File: config.mk
export PLATFORM = sky130hd
export DESIGN_NAME = slr_cell
export DESIGN_NICKNAME = d
export VERILOG_FILES = /design/src/hdl/slr_pkg.sv /design/src/hdl/slr_cell.sv
export SDC_FILE = /design/constraint.sdc
export NUM_CORES = 1
export LEC_CHECK = 0
export ABC_CLOCK_PERIOD_IN_PS = 11200
export BUFFER_PORTS_ARGS = -buffer_cell sky130_fd_sc_hd__clkbuf_2
export CORE_ASPECT_RATIO = 1.1
export CORE_UTILIZATION = 60
export DETAILED_ROUTE_END_ITERATION = 6
export PLACE_DENSITY = 0.91
export REMOVE_ABC_BUFFERS = 1
export SETUP_SLACK_MARGIN = 0.4
export SLEW_MARGIN = 20
export SYNTH_ARGS = -nofsm -noshare
export SYNTH_HDL_FRONTEND = slang
export SYNTH_SLANG_ARGS = --single-unit
File: constraint.sdc
create_clock -name clock -period 11.2 [get_ports clock]
set_clock_uncertainty 0.05 [all_clocks]
set_input_delay 0.56 -clock clock [delete_from_list [all_inputs] [get_ports clock]]
set_output_delay 0.56 -clock clock [all_outputs]
set_load 0.03 [all_outputs]
File: src/hdl/slr_pkg.sv
`timescale 1ns / 1ps

package slr_pkg;

   // command codes on req_cmd
   localparam logic CMD_REQUEST = 1'b0;
   localparam logic CMD_TICK    = 1'b1;

   // configuration register indexes
   localparam logic [1:0] CSR_WINDOW_SCALE = 2'd0;
   localparam logic [1:0] CSR_WINDOW_TRIM  = 2'd1;
   localparam logic [1:0] CSR_REPEAT_SCALE = 2'd2;

   // configuration reset values
   localparam logic [3:0] WINDOW_SCALE_RST = 4'd3;
   localparam logic [7:0] WINDOW_TRIM_RST  = 8'd3;
   localparam logic [3:0] REPEAT_SCALE_RST = 4'd6;

   typedef enum logic [1:0] {
      ST_IDLE,
      ST_WALK,
      ST_DONE
   } slr_state_type;

   // shared bus broadcast to every slot cell
   typedef struct packed {
      logic        wr;
      logic [4:0]  slot;
      logic [31:0] now;
      logic [3:0]  wscale;
      logic [7:0]  trim;
      logic [3:0]  rscale;
   } slr_bus_type;

   // retrigger length per slot, zero past the table
   function automatic logic [7:0] slot_len(input int unsigned idx);
      logic [7:0] len;
      case (idx)
         0:  len = 8'd40;
         1:  len = 8'd60;
         2:  len = 8'd60;
         3:  len = 8'd60;
         4:  len = 8'd60;
         5:  len = 8'd60;
         6:  len = 8'd40;
         7:  len = 8'd36;
         8:  len = 8'd36;
         9:  len = 8'd16;
         10: len = 8'd16;
         11: len = 8'd16;
         12: len = 8'd20;
         13: len = 8'd20;
         14: len = 8'd12;
         15: len = 8'd12;
         16: len = 8'd40;
         17: len = 8'd40;
         18: len = 8'd40;
         19: len = 8'd40;
         20: len = 8'd40;
         21: len = 8'd20;
         22: len = 8'd40;
         23: len = 8'd40;
         24: len = 8'd36;
         25: len = 8'd18;
         26: len = 8'd36;
         27: len = 8'd60;
         28: len = 8'd200;
         29: len = 8'd60;
         30: len = 8'd60;
         31: len = 8'd50;
         default: len = 8'd0;
      endcase
      return len;
   endfunction

   // wrap-safe time compare: t is reached when now - t is not negative
   function automatic logic reached(input logic [31:0] now, input logic [31:0] t);
      logic [31:0] diff;
      diff = now - t;
      return ~diff[31];
   endfunction

endpackage

File: src/hdl/slr_cell.sv
`timescale 1ns / 1ps

module slr_cell #(
   parameter int IDX = 0
) (
   input  logic               clock,
   input  logic               reset,
   input  slr_pkg::slr_bus_type bus,
   input  logic               token_in,
   output logic               token_out,
   output logic               play
);
   import slr_pkg::*;

   localparam logic [7:0] LEN = slot_len(IDX);

   logic        token_ff;
   logic        active_ff, active_in;
   logic [31:0] wend_ff, wend_in;
   logic [31:0] next_ff, next_in;
   logic        hit;
   logic [11:0] win_len;
   logic [11:0] rep_len;

   assign hit     = bus.wr && (6'(bus.slot) == 6'(IDX));
   assign win_len = 12'(LEN) * 12'(bus.wscale);
   assign rep_len = 12'(LEN) * 12'(bus.rscale);

   // request opens or extends the window; service when holding the token
   always_comb begin
      active_in = active_ff;
      wend_in   = wend_ff;
      next_in   = next_ff;
      play      = 1'b0;
      if (hit) begin
         if (!active_ff) begin
            next_in = bus.now;
         end
         wend_in   = bus.now + 32'(win_len) - 32'(bus.trim);
         active_in = 1'b1;
      end else if (token_ff && active_ff) begin
         if (reached(bus.now, wend_ff)) begin
            active_in = 1'b0;
         end else if (reached(bus.now, next_ff)) begin
            play    = 1'b1;
            next_in = bus.now + 32'(rep_len);
         end
      end
   end

   // control state
   always_ff @(posedge clock) begin
      if (reset) begin
         token_ff  <= 1'b0;
         active_ff <= 1'b0;
      end else begin
         token_ff  <= token_in;
         active_ff <= active_in;
      end
   end

   // slot times
   always_ff @(posedge clock) begin
      wend_ff <= wend_in;
      next_ff <= next_in;
   end

   assign token_out = token_ff;

endmodule

==> flow_metrics.env <==
export IMPL_dr_first_iter_drc_count=385
export IMPL_hold_class="in2reg"
export IMPL_cp_data_required_time_ps=11250
export IMPL_avgSynthCellArea_um2=9.436
export IMPL_synthToLayoutAreaGrowth_pct=12.27
export IMPL_cts_tree="yes"
export IMPL_setup_violations=0
export IMPL_finalMaxSlewViolations=0
export IMPL_ant_nets=0
export IMPL_cp_max_fo=7
export IMPL_die_height_um=112.6
export IMPL_grt_pass1_wl_um=25470
export IMPL_rows=40
export IMPL_dieWidth_um=102.5
export IMPL_critical_path_slowest_cell="fa_1"
export IMPL_port_buffers=58
export IMPL_first_global_vias=5503
export IMPL_dpl_hpwl_um=11500
export IMPL_yosysSeqAreaShare=0.2941
export IMPL_p_leak_nw=3.660
export IMPL_synth_top_area_cell="edfxtp_1"
export IMPL_max_clock_path_buffers=2
export IMPL_grt_usage=0.2867
export IMPL_tns_ps=0
export IMPL_cts_inserted_buffers=9
export IMPL_synth_edf_count=64
export IMPL_wire_per_inst_um=16.54
export IMPL_final_util=0.6896
export IMPL_detail_route_wirelength_um=15380
export IMPL_mostFrequentLayoutCells="ha_1, inv_1, edfxtp_1"
export IMPL_dp_slack_ps=6609
export IMPL_start_util=0.6143
export IMPL_synthTopCellsByArea="edfxtp_1, ha_1, inv_1"
export IMPL_fin_crit_ps=4248
export IMPL_cts_root_buffer_cell="clkbuf_16"
export IMPL_ys_flop_type="edfxtp_1"
export IMPL_crit_type="in2reg"
export IMPL_crit_buf_inv=3
export IMPL_startpoint_type="primary input"
export IMPL_final_common_cell="ha_1"
export IMPL_antenna_found_initial=0
export IMPL_hold_viol_final=0
export IMPL_irDropWorstVdd_mv=0.06340
export IMPL_grt_max_degree=36
export IMPL_cp_slowest_stage_delay_ps=490
export IMPL_slew_headroom=0.3866
export IMPL_postSynthRegisterBits=66
export IMPL_use_met2=0.4898
export IMPL_antenna_diode_count=0
export IMPL_layout_nets=974
export IMPL_status="finished, final reports clean"
export IMPL_dieArea_um2=11550
export IMPL_busiest_layer="met2"
export IMPL_setup_slack_ps=6952
export IMPL_drive_above_1_share=0.1303
export IMPL_post_cts_buffers=0
export IMPL_clk_pin_slew_ps=60
export IMPL_maxCapViolations=0
export IMPL_grt_util_met3=0.02802
export IMPL_use_met1=0.3650
export IMPL_dpl_instance_area_um2=7186
export IMPL_clkSinkCount=66
export IMPL_ys_warn_count=0
export IMPL_ioPinCount=59
export IMPL_rsz0062_at_grt="false"
export IMPL_h_tree_depth=3
export IMPL_via_per_inst=5.855
export IMPL_grt_ovfl_total=0
export IMPL_cp_cell_sequence="clkbuf_2, ha_1, ha_1, fa_1, inv_1, fa_1, inv_1, ha_1, a21oi_1, o21ai_1, a32o_1, o2111ai_2, nand2_1, a31o_4, o41a_1, xor2_1"
export IMPL_vias=5445
export IMPL_critPathTopFamily="adder cells"
export IMPL_coreArea_um2=10860
export IMPL_yosys_area_top_type_share=0.2881
export IMPL_period_share=0.3793
export IMPL_ctsResizeCount=0
export IMPL_cts_hold_fix_buffers=0
export IMPL_placed_cells=914
export IMPL_drt_first_pass_iters=7
export IMPL_end_kind="register"
export IMPL_powerDensity_nw_per_um2=110.9
export IMPL_layout_cells_non_filler=930
export IMPL_synth_area_um2=6671
export IMPL_cp_data_arrival_time_ps=4290
export IMPL_globalplace_congestion=0.9062
export IMPL_synth_cells=707
export IMPL_whs_ps=337.4
export IMPL_async_flop_share=0
export IMPL_finalPower_mw=0.8306
export IMPL_clk_latency_ps=350
export IMPL_clock_fmax_ghz=0.2354
export IMPL_worst_pin_slew_ps=913.0
export IMPL_drc_errors=0
export IMPL_design_area_um2=7490
export IMPL_crit_top_cell="ha_1"
export IMPL_synth_cell_type_count=66
[power by group]
group	internal, mW	switching, mW
logic	0.104	0.146
clock network	0.174	0.120
registers	0.285	0.000918
[Yosys cell counts (all sizes together), types with 3 or more instances]
| cell | instances |
|---|---|
| nor4 | 3 |
| fa | 9 |
| or2 | 3 |
| nand2b | 6 |
| nand4 | 15 |
| and2 | 4 |
| a21o | 33 |
| nand3 | 16 |
| a21oi | 44 |
| o21a | 4 |
| and4 | 3 |
| and3 | 4 |
| nor3 | 7 |
| ha | 130 |
| a2111oi | 3 |
| a211oi | 12 |
| o21ai | 33 |
| xor2 | 14 |
| inv | 124 |
| nor2 | 34 |
| nand2 | 49 |
| xnor2 | 40 |
| edfxtp | 64 |
| o211ai | 9 |
| or3 | 4 |
| nor2b | 6 |
| o21bai | 3 |
[state kept, by name, summed over array words and instances (netlist names)]
name / count
active_ff: 1
next_ff: 32
token_out: 1
wend_ff: 32
[path summary, 6_finish.rpt]
check                                              end             startpoint  cells after the start  slack [ps]
worst max-delay path             wend_ff[28]$_DFFE_PP_                bus[13]                     16        6950
worst max register to register    next_ff[9]$_DFFE_PP_  next_ff[12]$_DFFE_PP_                     11        7840
worst min register to register  active_ff$_SDFFE_PP0P_   token_out$_SDFF_PP0_                      1         430
worst min-delay path            active_ff$_SDFFE_PP0P_                  reset                      2         340
[layer usage]
layer	vias up	wire [µm]	share of wire
met3	38	700	0.046
met4	0	387	0.025
li1	2647	-	-
met1	2579	6527	0.42
met5	-	0	0
met2	181	7767	0.50
[kinds of logic after synthesis]
group	share of synthesized area
AOI/OAI and AO/OA	0.1729
xor gates and xnor gates	0.07089
adders and majority gates	0.2708
buffers and inverters	0.07108
DFF	0.2941
and+or+nand+nor	0.1202
[cell type report]
class | count | area, µm²
clock buffers | 9 | 225.2
clock inverters | 7 | 78.83
fillers | 807 | 3371
inverters | 124 | 465.4
multi-input cells | 515 | 4254
flip-flops and latches | 66 | 1962
well taps | 147 | 183.9
repair buffers | 62 | 320.3
Note: power is estimated with default switching activity, not from simulation.
