## src/hdl/slr_pkg.sv

```systemverilog
`timescale 1ns / 1ps

package slr_pkg;

   // command codes on req_cmd
   localparam logic CMD_REQUEST = 1'b0;
   localparam logic CMD_TICK    = 1'b1;

   // configuration register indexes
   localparam logic [1:0] CSR_WINDOW_SCALE = 2'd0;
   localparam logic [1:0] CSR_WINDOW_TRIM  = 2'd1;
   localparam logic [1:0] CSR_REPEAT_SCALE = 2'd2;

   // configuration reset values
   localparam logic [3:0] WINDOW_SCALE_RST = 4'd3;
   localparam logic [7:0] WINDOW_TRIM_RST  = 8'd3;
   localparam logic [3:0] REPEAT_SCALE_RST = 4'd6;

   typedef enum logic [1:0] {
      ST_IDLE,
      ST_WALK,
      ST_DONE
   } slr_state_type;

   // shared bus broadcast to every slot cell
   typedef struct packed {
      logic        wr;
      logic [4:0]  slot;
      logic [31:0] now;
      logic [3:0]  wscale;
      logic [7:0]  trim;
      logic [3:0]  rscale;
   } slr_bus_type;

   // retrigger length per slot, zero past the table
   function automatic logic [7:0] slot_len(input int unsigned idx);
      logic [7:0] len;
      case (idx)
         0:  len = 8'd40;
         1:  len = 8'd60;
         2:  len = 8'd60;
         3:  len = 8'd60;
         4:  len = 8'd60;
         5:  len = 8'd60;
         6:  len = 8'd40;
         7:  len = 8'd36;
         8:  len = 8'd36;
         9:  len = 8'd16;
         10: len = 8'd16;
         11: len = 8'd16;
         12: len = 8'd20;
         13: len = 8'd20;
         14: len = 8'd12;
         15: len = 8'd12;
         16: len = 8'd40;
         17: len = 8'd40;
         18: len = 8'd40;
         19: len = 8'd40;
         20: len = 8'd40;
         21: len = 8'd20;
         22: len = 8'd40;
         23: len = 8'd40;
         24: len = 8'd36;
         25: len = 8'd18;
         26: len = 8'd36;
         27: len = 8'd60;
         28: len = 8'd200;
         29: len = 8'd60;
         30: len = 8'd60;
         31: len = 8'd50;
         default: len = 8'd0;
      endcase
      return len;
   endfunction

   // wrap-safe time compare: t is reached when now - t is not negative
   function automatic logic reached(input logic [31:0] now, input logic [31:0] t);
      logic [31:0] diff;
      diff = now - t;
      return ~diff[31];
   endfunction

endpackage

```

## src/hdl/slr_ctrl.sv

```systemverilog
`timescale 1ns / 1ps

module slr_ctrl #(
   parameter int SLOTS = 32
) (
   input  logic       clock,
   input  logic       reset,
   input  logic       go,
   input  logic       any_play,
   input  logic       last_cell,
   output logic       busy,
   output logic       rsp_valid,
   output logic [4:0] rsp_play_slot,
   output logic       rsp_last
);
   import slr_pkg::*;

   localparam int CW = (SLOTS > 1) ? $clog2(SLOTS) : 1;

   slr_state_type state_ff, state_in;
   logic [CW-1:0] cnt_ff, cnt_in;
   logic          pend_valid_ff, pend_valid_in;
   logic [4:0]    pend_slot_ff, pend_slot_in;
   logic          rsp_valid_ff, rsp_valid_in;
   logic [4:0]    rsp_slot_ff, rsp_slot_in;
   logic          rsp_last_ff, rsp_last_in;

   // next state
   always_comb begin
      state_in = state_ff;
      case (state_ff)
         ST_IDLE: begin
            if (go) begin
               state_in = ST_WALK;
            end
         end
         ST_WALK: begin
            if (last_cell) begin
               state_in = ST_DONE;
            end
         end
         ST_DONE: state_in = ST_IDLE;
         default: state_in = ST_IDLE;
      endcase
   end

   // slot counter, pending play and result register
   always_comb begin
      cnt_in        = cnt_ff;
      pend_valid_in = pend_valid_ff;
      pend_slot_in  = pend_slot_ff;
      rsp_valid_in  = 1'b0;
      rsp_slot_in   = rsp_slot_ff;
      rsp_last_in   = rsp_last_ff;
      case (state_ff)
         ST_IDLE: begin
            cnt_in        = '0;
            pend_valid_in = 1'b0;
         end
         ST_WALK: begin
            cnt_in = cnt_ff + CW'(1);
            if (any_play) begin
               if (pend_valid_ff) begin
                  rsp_valid_in = 1'b1;
                  rsp_slot_in  = pend_slot_ff;
                  rsp_last_in  = 1'b0;
               end
               pend_valid_in = 1'b1;
               pend_slot_in  = 5'(cnt_ff);
            end
         end
         ST_DONE: begin
            if (pend_valid_ff) begin
               rsp_valid_in = 1'b1;
               rsp_slot_in  = pend_slot_ff;
               rsp_last_in  = 1'b1;
            end
            pend_valid_in = 1'b0;
         end
         default: begin
            pend_valid_in = 1'b0;
         end
      endcase
   end

   // control state
   always_ff @(posedge clock) begin
      if (reset) begin
         state_ff      <= ST_IDLE;
         pend_valid_ff <= 1'b0;
         rsp_valid_ff  <= 1'b0;
      end else begin
         state_ff      <= state_in;
         pend_valid_ff <= pend_valid_in;
         rsp_valid_ff  <= rsp_valid_in;
      end
   end

   // payload
   always_ff @(posedge clock) begin
      cnt_ff       <= cnt_in;
      pend_slot_ff <= pend_slot_in;
      rsp_slot_ff  <= rsp_slot_in;
      rsp_last_ff  <= rsp_last_in;
   end

   assign busy          = (state_ff != ST_IDLE);
   assign rsp_valid     = rsp_valid_ff;
   assign rsp_play_slot = rsp_slot_ff;
   assign rsp_last      = rsp_last_ff;

endmodule

```

## config.mk

```make
export PLATFORM = sky130hd
export DESIGN_NAME = slr_ctrl
export DESIGN_NICKNAME = d
export VERILOG_FILES = /design/src/hdl/slr_pkg.sv /design/src/hdl/slr_ctrl.sv
export SDC_FILE = /design/constraint.sdc
export NUM_CORES = 1
export LEC_CHECK = 0
export ABC_CLOCK_PERIOD_IN_PS = 2000
export CORE_MARGIN = 2
export CORE_UTILIZATION = 58
export CTS_CLUSTER_SIZE = 10
export DETAILED_ROUTE_END_ITERATION = 8
export DONT_BUFFER_PORTS = 1
export GPL_TIMING_DRIVEN = 1
export HOLD_SLACK_MARGIN = 0.08
export PLACE_DENSITY = 0.8
export REMOVE_ABC_BUFFERS = 1
export SYNTH_ARGS = -nofsm -noshare
export SYNTH_HDL_FRONTEND = slang
export SYNTH_SLANG_ARGS = --single-unit
```

## constraint.sdc

```tcl
create_clock -name clock -period 2 [get_ports clock]
set_clock_uncertainty 0.05 [all_clocks]
set_input_delay 0.3 -clock clock [delete_from_list [all_inputs] [get_ports clock]]
set_output_delay 0.3 -clock clock [all_outputs]
set_load 0.02 [all_outputs]
```

==> results of run 1 <==
-- registers in the layout, indices dropped and copies added (netlist names) --
register	cells
cnt_ff	5
pend_slot_ff	5
rsp_play_slot	5
state_ff	2
pend_valid_ff	1
rsp_last	1
rsp_valid	1
-- area by class of cell --
cell class	instances	share of cell area
flip-flops and latches	20	0.595
multi-input cells	35	0.303
clock inverters	1	0.0319
clock buffers	3	0.0239
well taps	15	0.0199
inverters	4	0.0159
repair buffers	1	0.0106
-- power by group through the flow --
stage / combinational [mW] / clock (mW) / sequential (mW)
floorplan: 0.252 / 0 / 0.646
global placement: 0.301 / 0 / 0.659
detailed placement: 0.305 / 0 / 0.665
CTS: 0.318 / 0.326 / 0.655
global route: 0.364 / 0.344 / 0.666
finish: 0.313 / 0.325 / 0.656
-- per-layer routing --
| layer | GRT usage | wire (um) | up-vias | part of all wire |
|---|---|---|---|---|
| met2 | 0.277 | 584 | 12 | 0.48 |
| met3 | 0.0302 | 28 | 4 | 0.023 |
| met5 | 0 | 0 | - | 0 |
| met4 | 0.100 | 34 | 0 | 0.028 |
| li1 | - | - | 214 | - |
| met1 | 0.195 | 570 | 202 | 0.47 |
-- synthesized netlist by cell type, types with 2 or more instances --
master and instances:
and2_1 5, dfxtp_1 4, edfxtp_1 16, ha_1 7
inv_1 4, mux2i_1 3, nand2b_1 3, nand3_1 2
nor2_1 2, xnor2_1 2
-- through the flow --
stage	hold WS, ns	area [um2]	std cells	utilization	worst slack [ns]
6_report	0.128	942	79	0.698	0.309
5_1_grt	0.138	942	79	0.698	0.215
4_1_cts	0.127	942	79	0.698	0.301
3_5_place_dp	0.333	880	74	0.652	0.363
3_3_place_gp	0.330	880	74	0.652	0.461
2_1_floorplan	0.326	861	59	-	0.518
-- worst max-delay path by stage --
stage | from | to | slack (ns) | cells after the start
finish | state_ff[1] | rsp_last | 0.31 | 5
global route | state_ff[1] | rsp_last | 0.21 | 5
CTS | state_ff[1] | rsp_last | 0.30 | 5
detailed placement | state_ff[1] | rsp_last | 0.36 | 5
global placement | state_ff[1] | rsp_last | 0.46 | 5
floorplan | state_ff[1] | rsp_last | 0.52 | 5
-- kinds of logic (layout without fill, tap and decap cells) --
kind of cell / after synthesis / after routing / share of synthesized area
AO/OA/AOI/OAI: 3 / 3 / 0.0334
flip-flops: 20 / 20 / 0.651
XOR/XNOR: 3 / 3 / 0.0305
buffers and inverters: 4 / 9 / 0.0174
multiplexers: 3 / 3 / 0.0349
adder cells (fa/ha/maj): 7 / 7 / 0.102
AND/OR/NAND/NOR: 19 / 19 / 0.131
==> impl_summary.md, run 1 <==
STA
The setup TNS is 0 ns. The total count of hold-check failures in the final report is 0. The final cycle utilization of the critical path is 0.846. Counting I/O delays and the setup requirement, the final critical path takes 1.69 ns. Setup repair after global routing left no endpoint under its margin. The headroom to the max-slew limit is 0.795. The number of setup violations in the final report is 0. The number of pins exceeding their max-slew limit in the final report is 0. At the pin with the least slew margin, the transition time is roughly 0.31 ns. Based on the critical path, the design can be clocked at up to 591 MHz.

Clock tree
Buffers inserted during clock tree synthesis total 3. In this run the deepest clock path goes through 2 buffers. The later pin in the worst-skew pair is clocked with a latency of roughly 0.30 ns. The count of cells resized by post-cts repair is 0. After clock tree synthesis, the flow added hold-fix buffers numbering 1.

In this run the number of H-tree levels came out at 1. The clock transition time at the flip-flop clock pins of the worst setup and hold paths is ~0.11 ns. The tree is rooted in a clkbuf_4. TritonCTS built the clock tree. Buffers added to address setup during post-CTS repair amount to 0. The number of clock sinks is 20.

Critical path
The kind of capture point of the worst setup path is a flip-flop. On the critical path the largest part of the delay comes from flip-flops. Together, buffers and inverters on the worst path number 1. The largest stage delay on the critical path is around 0.39 ns. In this run the critical register-to-register path is captured at rsp_last. Walking the worst path, the cells encountered are inv_1 -> ha_1 -> mux2i_1 -> nor2b_2 -> a31o_1.

STA puts the critical path data arrival time at ~1.7 ns. Along the worst path, the maximum fanout reaches 6. At the worst endpoint, the required time is between 1.5 and 2 ns. Measured in cells, the most critical reg-to-reg path has a length of 5. The type of origin of the critical path is a flip-flop. The kind of critical path is reg -> reg. The beginning of the worst register-to-register path is state_ff[1].

Setup slack on the worst reg-to-reg path comes out at between 0.3 and 0.4 ns. The cell with the biggest individual delay on the critical path is dfxtp_1.

Finish
Counting the fill cells in the layout gives 90. The sequential cell area in the final layout is between 500 and 600 um2. The final layout net count is 77.

The top cell types in the final layout, fill and taps aside, are 16 x edfxtp_1, 7 x ha_1, 5 x and2_1, 4 x inv_1, 4 x dfxtp_1. Summing all multi-input logic gate instances after layout gives between 200 and 300 um2. The repair_antennas step left the layout with diodes totalling 0.

The library cell used most frequently in the layout, excluding fill and tap cells, is edfxtp_1. The area overhead of the layout relative to synthesis is 9.45%. Of the cells placed in the final design, the portion with a size suffix greater than 1 is 0.109.

Min path
Along the worst hold path, the cell count comes to 2. The min-delay analysis places its worst path in the category in -> reg. The origin of the worst min-delay path is any_play.

The path with the worst hold slack has its endpoint at pend_valid_ff.

Logic synthesis
The number of distinct library cells after synthesis is 21. In the synthesized netlist the dominant register cell turns out to be edfxtp_1. The number of flops mapped to enable cells by yosys is 16. Yosys attributes the largest share of cell area to edfxtp_1 56%, ha_1 10%, dfxtp_1 9.3%, and2_1 3.6%, mux2i_1 3.5%. The synthesized design spends more area on one cell type than any other, namely edfxtp_1. The average size of a mapped cell is 14.6 um2.

The portion of the post-synthesis area used by sequential elements is 0.651. The fraction of synthesis flops using an asynchronous set or reset pin is 0. The gate count of the mapped netlist is between 50 and 60. Synthesis inferred 20 register bits. The area share of the largest cell type after synthesis is 0.558. For this run, the number of Yosys warnings is 0. The combined area of all synthesized cells is 861 um2.

Global route
The first global-routing pass estimated 2130 um of wire. The combined global-route utilization of all metal layers is 0.165. The aggregate global routing overflow is 0. The initial antenna violation count is 0.

Entering global routing, the biggest net connects 13 pins. The number of global-route vias before repair is 468.

Power
Of the total power, the clock network draws 0.251. Internal power comes to ~0.92 mW. The switching share of power is 0.289.

The peak ir drop on the vdd network is between 800 and 900 uV. For this design the total switching power over the nets is about 0.37 mW. The portion of total power attributed to sequential cells is 0.507. The analysis attributes to cell leakage a power of 0.361 nW. The logic gate share of total power is 0.242. The total power of the final layout is about 1.3 mW. The total power divided by cell area is around 1400 mW/mm2.

Die
From left edge to right edge, the die measures 42.5 um. From bottom edge to top edge, the die measures approximately 43 um. The initial core utilization is 0.638. Pin placement for this block handled 13 I/O pins. The area enclosed by the die boundary is approximately 0.0018 mm2. The floorplan has 13 rows. The floorplan step defined a core boundary enclosing 0.00135 mm2.

Place
The half-perimeter wire length after placement is just under 900 um. The final weighted congestion of routability-driven global placement is 0.723. Port buffering added 0 buffers.

Status
The run finished with clean final reports.

Route
The first detailed-routing pass took 4 iterations. The final route contains between 400 and 500 vias. After detailed routing, the number of remaining DRC violations is 0. The count of nets left with antenna violations once routing finished came out at 0.

The average vias per placed instance is between 5 and 6. The final wirelength is 1220 um. The wire length per cell after detailed routing is 15.4 um. After the first detailed-routing iteration, the DRC count stood at 10.

Run
The max-cap check violation count is 0.
(Power assumes the default switching activity.)
==> run 2: changes to the inputs <==
Settings changed: ABC_CLOCK_PERIOD_IN_PS 2000 to 1500, CORE_UTILIZATION 58 to 53, PLACE_DENSITY 0.8 to 0.77.
Clock period 2 ns to 1.5 ns, I/O delays scaled along.
==> run 2 against run 1 <==
Register-to-register slack worse by 0.26 ns. Highest routed layer unchanged. Final cell count is 8.9% higher. Critical path type unchanged. Die area is 8.5% higher. Largest power group unchanged. Clock power is 34% higher. Critical path depth stayed put. Hold slack worse by 0.018 ns. Largest cell class unchanged. Flip-flop and latch count stayed put. Setup slack worse by 0.26 ns. Utilization is 3.5 points lower. Sequential power is 32% higher. Non-clock buffer count is 6 higher.
==> impl_summary.md, run 2 (same netlist as run 1, synthesis figures left out) <==
Status
The run finished with clean final reports.

STA
The final worst setup slack is roughly 0.05 ns. The number of pins exceeding their max-slew limit in the final report is 0. The final critical path time including I/O delays and setup is ~1.5 ns. For the pin with the worst max-slew slack, the measured transition is 0.229 ns. Setup repair after global routing left no endpoint under its margin. The number of setup violations in the final report is 0.

After routing, the total negative slack on setup checks comes to 0 ns. In this run the tightest slew margin relative to its limit is 0.847. The final worst hold slack is between 0.1 and 0.15 ns. For this run, the top clock speed supported by timing is slightly below 700 MHz. Of the available clock period, the critical path in the final layout requires 0.967. The total count of hold-check failures in the final report is 0.

Global route
The first-pass GRT wire length is around 1800 um. For this run, the total global-route usage over all layers was measured as 0.145. The initial antenna violation count is 0. The aggregate global routing overflow is 0. The number of global-route vias before repair is 429. The pin count of the biggest net entering global routing is 13.

Die
The floorplan step defined a die boundary enclosing around 0.0020 mm2. The die span in y is ~44 um. For this configuration, the core starts out at a cell density of 0.571. 13 I/O pins were placed. From left edge to right edge, the die measures ~44 um.

The area of the core is 0.00151 mm2. The row count is 14.

Finish
The final layout net count is 83. The final standard cell count with taps included and fillers excluded is between 80 and 90. The final core utilization is 0.663. Once layout is done, the placed cells without fillers occupy ~1000 um2.

The count of inserted antenna diode cells is 0. The fraction of layout cells with a size suffix above 1 is 0.257. The commonest non-fill, non-tap cell in the layout is edfxtp_1. The library cells used most frequently in the layout, excluding fill and tap cells, are 16 x edfxtp_1, 5 x and2_1, 5 x ha_1, 5 x buf_4.

The area overhead of the layout relative to synthesis is 16.0%.

Place
The final weighted congestion of routability-driven global placement is just under 0.8. The minimum setup slack after placement is approximately 0.028 ns. The number of placed cells counting well taps is 78.

The placed instances occupy a cell area of 903 um2. Input and output buffers added on the ports amount to 0. The half-perimeter wire length after placement is around 740 um.

Critical path
By startpoint and endpoint, the worst setup path is classified as reg -> reg. The cell family contributing the most delay on the critical path is flip-flops. The data arrival at the endpoint of the critical path is 1.49 ns. The startpoint identified for the worst register-to-register timing path is state_ff[0]. The kind of capture point of the worst setup path is a flip-flop. The type of origin of the critical path is a flip-flop. Together, buffers and inverters on the worst path number 1. Of all nets on the critical path, the largest fanout is 4. The critical path data required time is 1.53 ns. On the critical path, the stage with the largest delay is an instance of dfxtp_2. The critical path goes through buf_4 -> ha_2 -> mux2i_1 -> nor2b_2 -> a31o_1. The path depth of the worst reg2reg path is 5. The endpoint identified for the worst register-to-register timing path is rsp_last. The worst register-to-register path has a setup slack of 0.05 ns.

The largest stage delay on the critical path is roughly 0.37 ns.

Route
For this run, design rule violations remaining after detail routing come to 0. Wires add up to ~1000 um. The detailed router's first-iteration violation count is 2.

The number of detailed-routing iterations run before antenna repair is 2. The average vias per placed instance is roughly 5. The count of nets left with antenna violations once routing finished came out at 0. The total via count after detailed routing is 429. The wire length per cell after detailed routing is ~12 um.

Min path
The startpoint identified for the worst hold timing path is any_play. The tightest min-delay check is of the in -> reg type. Along the worst hold path, the cell count comes to 1. The capture endpoint of the worst hold path is rsp_last.

Power
The peak ir drop on the vdd network is between 1000 and 1500 uV. The analysis attributes to cell leakage a power of 0.389 nW. The total power of the final layout is 1.80 mW. For this design the ratio of total power to cell area is around 1800 mW/mm2.

Clock tree
The clock transition time at the flip-flop clock pins of the worst setup and hold paths is around 0.11 ns. CTS built an H-tree with a depth of 1. The number of buffers created by CTS is 3.

The clock insertion delay at the later pin of the skew report is ~0.30 ns. In this run the clock root is driven by a clkbuf_4. The CTS tree is done. Clock tree synthesis found a total of 20 sinks. The maximum buffer depth of the clock tree is 2.

Run
The max-cap check violation count is 0.
-- run 2: changes by cell type in the layout (fill, tap and decap cells not counted), sizes merged --
cell	previous run	this run
dlygate4sd3	1	2
buf	0	5
-- run 2: how the worst max path moves through the flow --
stage                start               end  slack, ns  depth (start not counted)
2_1_floorplan  state_ff[1]          rsp_last       0.02                          5
3_3_place_gp   state_ff[1]  rsp_play_slot[4]       0.08                          5
3_5_place_dp   state_ff[1]  rsp_play_slot[4]       0.03                          5
4_1_cts        state_ff[0]              busy      0.004                          4
5_1_grt        state_ff[0]              busy       0.01                          4
6_report       state_ff[0]          rsp_last       0.05                          5
-- run 2: timing repair --
action	4_1_cts	5_1_grt
hold buffers	2	0
buffers inserted	1	1
setup endpoints to repair	1	7
resized for setup	2	4
hold endpoints to repair	4	0
-- run 2: area by class of cell --
class	count	area (um2)
clock buffer	3	22.5
clock inverter	1	30.0
fill	110	508
inverter	4	15.0
multi-input combinational	35	290
sequential	20	563
tap	16	20.0
timing repair buffer	7	57.6
-- run 2: layer usage --
metal | part of all wire | global-route usage | up-vias
met5 | 0 | 0 | -
met2 | 0.41 | 0.194 | 10
li1 | - | - | 226
met4 | 0.046 | 0.145 | 0
met3 | 0.025 | 0.0367 | 5
met1 | 0.52 | 0.185 | 188
-- run 2: report_power, final --
part	switching [mW]	total (mW)	internal, mW
clock	0.166	0.436	0.270
combinational	0.252	0.497	0.245
sequential	0.0865	0.868	0.781
